File: config.mk
export PLATFORM = sky130hd
export DESIGN_NAME = glg_luma
export DESIGN_NICKNAME = d
export VERILOG_FILES = /design/src/rtl/core/gamma_lut_luma_gray_converter_assert.svh /design/src/rtl/core/glg_pkg.sv /design/src/rtl/core/glg_luma.sv
export SDC_FILE = /design/constraint.sdc
export NUM_CORES = 2
export LEC_CHECK = 0
export BUFFER_PORTS_ARGS = -buffer_cell sky130_fd_sc_hd__buf_2
export CAP_MARGIN = 25
export CORE_ASPECT_RATIO = 1.5
export CORE_MARGIN = 2
export CORE_UTILIZATION = 55
export CTS_BUF_LIST = sky130_fd_sc_hd__clkbuf_4 sky130_fd_sc_hd__clkbuf_8
export DETAILED_ROUTE_END_ITERATION = 7
export PLACE_DENSITY_LB_ADDON = 0.3
export SYNTH_ARGS = -nofsm -noshare
export SYNTH_HDL_FRONTEND = slang
export SYNTH_SLANG_ARGS = --single-unit
export TNS_END_PERCENT = 20
File: constraint.sdc
create_clock -name clk -period 8.72 [get_ports clk]
set_clock_uncertainty 0.1 [all_clocks]
set_input_delay 2.616 -clock clk [delete_from_list [all_inputs] [get_ports clk]]
set_output_delay 2.616 -clock clk [all_outputs]
set_load 0.03 [all_outputs]
File: src/rtl/core/gamma_lut_luma_gray_converter_assert.svh
// Assertion macros shared by the gray converter RTL.
// Each macro expects clk and rst_n in the scope of the module that uses it.
`ifndef GAMMA_LUT_LUMA_GRAY_CONVERTER_ASSERT_SVH
`define GAMMA_LUT_LUMA_GRAY_CONVERTER_ASSERT_SVH

// Same-cycle implication, checked outside reset.
`define GLG_ASSERT_NOW(label, ante, cons) \
  label: assert property (@(posedge clk) disable iff (!rst_n) (ante) |-> (cons)) \
    else $error("gray converter check failed");

// Next-cycle implication, checked outside reset.
`define GLG_ASSERT_NEXT(label, ante, cons) \
  label: assert property (@(posedge clk) disable iff (!rst_n) (ante) |=> (cons)) \
    else $error("gray converter check failed");

`endif

File: src/rtl/core/glg_pkg.sv
// Shared types and constants of the gray converter.
// No dependencies; used by every module in rtl/core.
package glg_pkg;

  typedef enum logic [1:0] {
    REQ_LOAD_IN  = 2'd0,
    REQ_LOAD_OUT = 2'd1,
    REQ_PIXEL    = 2'd2,
    REQ_FINAL    = 2'd3
  } glg_req_t;

  localparam logic RES_PIXEL = 1'b0;
  localparam logic RES_FINAL = 1'b1;

  localparam logic [2:0] REG_RED_WEIGHT    = 3'd0;
  localparam logic [2:0] REG_GREEN_WEIGHT  = 3'd1;
  localparam logic [2:0] REG_BLUE_WEIGHT   = 3'd2;
  localparam logic [2:0] REG_LINEAR_MODE   = 3'd3;
  localparam logic [2:0] REG_INVERT_OUTPUT = 3'd4;
  localparam logic [2:0] REG_SINGLE_CHAN   = 3'd5;

  localparam logic [15:0] RED_WEIGHT_RST   = 16'd6967;
  localparam logic [15:0] GREEN_WEIGHT_RST = 16'd23436;
  localparam logic [15:0] BLUE_WEIGHT_RST  = 16'd2365;

  localparam int Q_SHIFT = 15;
  localparam logic [7:0] BYTE_MAX = 8'd255;
  localparam logic [15:0] WORD_MAX = 16'hFFFF;

  typedef struct packed {
    logic       wr_en;
    logic [7:0] wr_addr;
    logic [15:0] wr_data;
    logic       rd_en;
    logic [7:0] rd_addr_r;
    logic [7:0] rd_addr_g;
    logic [7:0] rd_addr_b;
  } glg_ic_req_t;

  typedef struct packed {
    logic       wr_en;
    logic [7:0] wr_addr;
    logic [7:0] wr_data;
    logic       rd_en;
    logic [7:0] rd_addr;
  } glg_oc_req_t;

  typedef struct packed {
    logic s2;
    logic s3;
  } glg_adv_t;

  typedef struct packed {
    glg_req_t    kind;
    logic        row_end;
    logic [15:0] avg;
    logic [7:0]  tidx;
    logic [7:0]  tval;
  } glg_meta_t;

endpackage

File: src/rtl/core/glg_luma.sv
// Weighted luma datapath: Q15 products, sum, shift and saturation over two stages; single_channel passes red.
// Depends on glg_pkg.
module glg_luma (
  input  logic             clk,
  input  glg_pkg::glg_adv_t adv,
  input  logic [15:0]      curve_r,
  input  logic [15:0]      curve_g,
  input  logic [15:0]      curve_b,
  input  logic [15:0]      red_weight,
  input  logic [15:0]      green_weight,
  input  logic [15:0]      blue_weight,
  input  logic             single_channel,
  output logic [15:0]      lum
);
  import glg_pkg::*;

  logic [31:0] prod_r_r;
  logic [31:0] prod_g_r;
  logic [31:0] prod_b_r;
  logic [15:0] mono_r;
  logic [15:0] lum_r;
  logic [33:0] sum;
  logic [18:0] shifted;
  logic [15:0] lum_nxt;

  always_ff @(posedge clk) begin
    if (adv.s2) begin
      prod_r_r <= red_weight * curve_r;
      prod_g_r <= green_weight * curve_g;
      prod_b_r <= blue_weight * curve_b;
      mono_r   <= curve_r;
    end
  end

  always_comb begin
    sum     = {2'b00, prod_r_r} + {2'b00, prod_g_r} + {2'b00, prod_b_r};
    shifted = sum[33:Q_SHIFT];
    if (single_channel) begin
      lum_nxt = mono_r;
    end else if (|shifted[18:16]) begin
      lum_nxt = WORD_MAX;
    end else begin
      lum_nxt = shifted[15:0];
    end
  end

  always_ff @(posedge clk) begin
    if (adv.s3) begin
      lum_r <= lum_nxt;
    end
  end

  assign lum = lum_r;

endmodule

## Word level (Yosys, flattened, before mapping)

Cells that the tools add are included.
W data, S select, Z words.

- Mux-type cells: 2
- Multipliers: 3
- Reduce and logical (&&, ||, !) cells: 1
- Add/subtract/negate cells: 2

Operators with widths:

| kind | number |
|---|---|
| $mul A16 B16 Y32 | 3 |
| $add A33 B32 Y34 | 1 |
| $add A32 B32 Y33 | 1 |
| $mux W16 | 2 |
| $reduce_or A3 Y1 | 1 |

- Register bits: 128
- Output and inout bits: 16
- Logic and storage cells: 13
- Input bits: 100

## Logic depth before layout (Yosys ltp)

- Depth after elaboration: 5
- Gate-level depth with buffers: 24

## Least setup slack after synthesis

OpenSTA, ideal clock, no wires.

- Kind: input -> register
- Start: in blue_weight[6]
- End: reg prod_b_r[31] (data pin)
- Arrival: 8,230 ps
- Path buffers: 1
- Cell stages on the path: 22
- Setup slack: 130 ps
- Setup time: 261 ps
- Path through: clkbuf_1 -> nand2_1 -> fa_1 -> inv_1 -> fa_1 -> inv_1 -> fa_1 -> inv_1 -> fa_1 -> fa_1 -> inv_1 -> fa_1 -> inv_1 -> ha_1 -> a21o_1 -> a21o_1 -> a21o_1 -> a2111oi_0 -> o21a_1 -> nor3_1 -> or3_1 -> o311a_1

- Cells in the longest elaborated chain, start to end: 1

Ends and longest elaborated chain:

| what | RTL line | source |
|---|---|---|
| start: declaration | glg_luma.sv:11 | `input logic [15:0] blue_weight,` |
| $mul A16 B16 Y32 | glg_luma.sv:30 | `prod_b_r <= blue_weight * curve_b;` |
| end signal: assignment | glg_luma.sv:30 |  |
| end: declaration | glg_luma.sv:19 | `logic [31:0] prod_b_r;` |

Every way passes these cells.
A chain may end at the register's enable or synchronous reset.

## Final worst setup path

- Start: in curve_g[7]
- End: reg prod_g_r[26] (data pin)

- Cells in the longest elaborated chain, start to end: 1

Ends and longest elaborated chain:

| what | RTL line | source |
|---|---|---|
| start: declaration | glg_luma.sv:7 | `input logic [15:0] curve_g,` |
| $mul A16 B16 Y32 | glg_luma.sv:29 | `prod_g_r <= green_weight * curve_g;` |
| end signal: assignment | glg_luma.sv:29 |  |
| end: declaration | glg_luma.sv:18 | `logic [31:0] prod_g_r;` |

Every way passes these cells.

==> reports/results.tsv <==
stage	metric	value	unit
synthesis	top cell type's share of synthesized area	39.70	%
synthesis	post-synthesis register bit count	128	
route	Via density	5.538	
worst_hold_path	HP Class	reg2reg	
synthesis	XOR/XNOR Fraction of Synth Area	2.579	%
clock_network	clk_lat worst skew	0.46	ns
setup_path	Worst setup SP type	input pin	
synthesis	register area share after synthesis	12.44	%
clock_network	Post-CTS Setup Bufs	0	
clock_network	clock buffer depth	2	
synthesis	Synth Warn #	0	
die	height of the die	294.3	um
die	# IOs	116	
clock_network	root buffer cell	clkbuf_8	
die	row count	106	
placed_design	HPWL after detailed placement	63140	um
synthesis	dominant cell by count in the synthesized netlist	inv_1	
setup_path	Buf/Inv on CP	6	
finish	Fill cells	4713	
sta	fin. max-slew vios	0	
die	Starting Density	55.49	%
sta	fmax	118.6	MHz
clock_network	clock sinks	128	
synthesis	post-synthesis compound-gate area fraction	6.489	%
global_routing	total grt overflow	0	
setup_path	CP delay by family, top	adder cells	
route	vias	22650	
finish	nets	4430	
global_routing	initial antenna violation count	0	
synthesis	number of synthesized flops with an enable pin	128	
global_routing	vias in the first global route	25320	
synthesis	largest family of logic cells by synthesized area	adder cells	
clock_network	Reg clk slew, reported paths	0.09	ns
finish	share of layout cells above drive strength 1	8.296	%
clock_network	H-tree depth	4	
route	Routed WL	74220	um
route	DRT Pass-1 Iters	6	
setup_path	CP max stage delay	0.56	ns
sta	period utilization	96.70	%
synthesis	top cells by count, synth	inv_1 (691), fa_1 (613), nand2_1 (473), and2_1 (345), ha_1 (343)	
setup_path	Req. time, crit path	8.79	ns
sta	RSZ-0062 raised after global routing	false	
global_routing	first-pass GRT wire length	125100	um
global_routing	met3 Use GR	2.392	%
finish	Ant. Diodes	0	
setup_path	critical path class	in2reg	
sta	slew of the pin with the lowest slew margin	0.9058	ns
synthesis	simple-gate portion of the synthesized area	14.92	%
route	antenna-violating nets left	0	
global_routing	pin count of the biggest net entering global routing	73	
die	Core Box Area	55700	um2
setup_path	Reg2Reg Setup Slack	4.63	ns
route	DR iter-0 viols	1231	
global_routing	gr usage total	27.15	%
run	max_cap viols	0	
global_routing	grt met1 use	32.01	%
die	die area	58150	um2
synthesis	mux share of post-synthesis cell area	0.1983	%
global_routing	GR peak layer	met2	
synthesis	Post-Synth Adder-Cell Area	53.59	%
global_routing	met2 GRT Util	49.99	%
finish	P&R area growth vs syn	7.683	%
sta	Period minus WS final	8.432	ns
synthesis	Synth area leaders	fa_1 (40%), ha_1 (14%), edfxtp_1 (12%)	
synthesis	Yosys top cell by area	fa_1	
synthesis	top_reg_cell synth	edfxtp_1	
synthesis	post-synthesis async set-or-reset flop share	0	%
setup_path	Critical Path, Cell by Cell	buf_2, nand2_1, fa_1, inv_1, fa_1, inv_1, fa_1, inv_1, fa_1, fa_1, inv_1, fa_1, inv_1, ha_1, a21oi_1, o221ai_1, a21o_1, or3_1, a31oi_1, nor3_1, a41o_1, o31ai_1, xnor2_1	
sta	Fin Hold WS	0.4347	ns
route	drt drc	0	
clock_network	CTS tree	built	
route	drt wl/cell	18.15	um
setup_path	Worst setup EP type	register	
sta	# setup viols final	0	
synthesis	Avg Cell Area, Syn	9.575	um2
placed_design	port bufs	115	
synthesis	Synth Net Count	4284	
run_status	status	finished clean	
clock_network	CTS buffer count	17	
synthesis	Synth cell types	62	
synthesis	cells after synthesis	3228	
clock_network	PostCTS Resize Cnt	0	
synthesis	Post-Syn Area	30910	um2
setup_path	CP max FO	16	
setup_path	Worst path slowest cell	fa_1	
placed_design	gpl congestion	0.9612	
clock_network	number of hold buffers added after cts	0	
sta	Max-Slew Margin vs Limit	39.61	%
setup_path	most frequent CP cell	fa_1	
setup_path	crit path DAT	8.50	ns
sta	final hold vios	0	
die	Chip Width	197.6	um
## per-stage QoR
stage	TNS [ns]	setup slack (ns)	area [um2]	cells	utilization [%]
after floorplan	0	0.1298	30910	3228	-
after global placement	-0.1751	-0.1372	32930	4057	59.12
after detailed placement	-0.3829	-0.1337	32930	4057	59.12
after CTS	0	0.3395	33280	4089	59.75
after global routing	0	0.05828	33280	4089	59.75
final	0	0.2877	33280	4089	59.75
## layer usage
layer,routed length (um),part of all wire (%)
met5,0,0
met4,3235,4.4
met3,3216,4.3
met2,40020,54
met1,27750,37
## path summary, 6_finish.rpt
kind / from / cells after the start / to
min: mono_r[4]$_DFFE_PP_ / 1 / lum[4]$_DFFE_PP_
max: curve_g[7] / 23 / prod_g_r[26]$_DFFE_PP_
min reg2reg: mono_r[4]$_DFFE_PP_ / 1 / lum[4]$_DFFE_PP_
max reg2reg: prod_r_r[10]$_DFFE_PP_ / 10 / lum[13]$_DFFE_PP_
## registers in the layout (all words and copies together) (netlist names)
register / flops
prod_b_r: 32
prod_g_r: 32
prod_r_r: 32
lum: 16
mono_r: 16
## kinds of logic after synthesis
| kind of cell | Yosys count |
|---|---|
| flops | 128 |
| mux | 6 |
| xor+xnor | 91 |
| compound gates | 295 |
| buf+inv | 804 |
| simple gates | 948 |
| fa+ha+maj | 956 |
## cell type report
cell class / instances / area, um2 / share of cell area (%)
Clock inverter: 15 / 117.6 / 0.3534
Timing Repair Buffer: 240 / 1579 / 4.744
Multi-Input combinational cell: 2296 / 24040 / 72.22
Sequential cell: 128 / 3844 / 11.55
Tap cell: 702 / 878.3 / 2.639
Clock buffer: 17 / 234.0 / 0.7030
Inverter: 691 / 2594 / 7.793
## cell usage in the layout (no fill, tap or decap), types with 4 or more instances in the layout
master	count
buf_4	121
and3_1	4
o31ai_1	4
a211oi_1	13
a31o_2	4
o21bai_1	15
xnor2_1	66
o22a_1	11
clkinv_2	5
inv_1	691
buf_2	114
nand4_1	9
mux2i_1	5
a211o_1	4
nor2_1	45
a31oi_1	12
ha_1	343
and2_1	345
nand2b_1	9
xor2_1	25
o21ai_0	37
nand3b_1	5
or3_1	5
edfxtp_1	128
buf_12	5
a21oi_1	82
o2111ai_1	4
o211ai_1	9
fa_1	613
clkbuf_8	17
nand3_1	21
a21o_1	52
o22ai_1	4
nor3_1	19
o21a_1	14
nand2_1	473
Power is left out: the tool's default activity adds up to more than one toggle a clock period on the data nets, which glitch-free logic cannot reach.
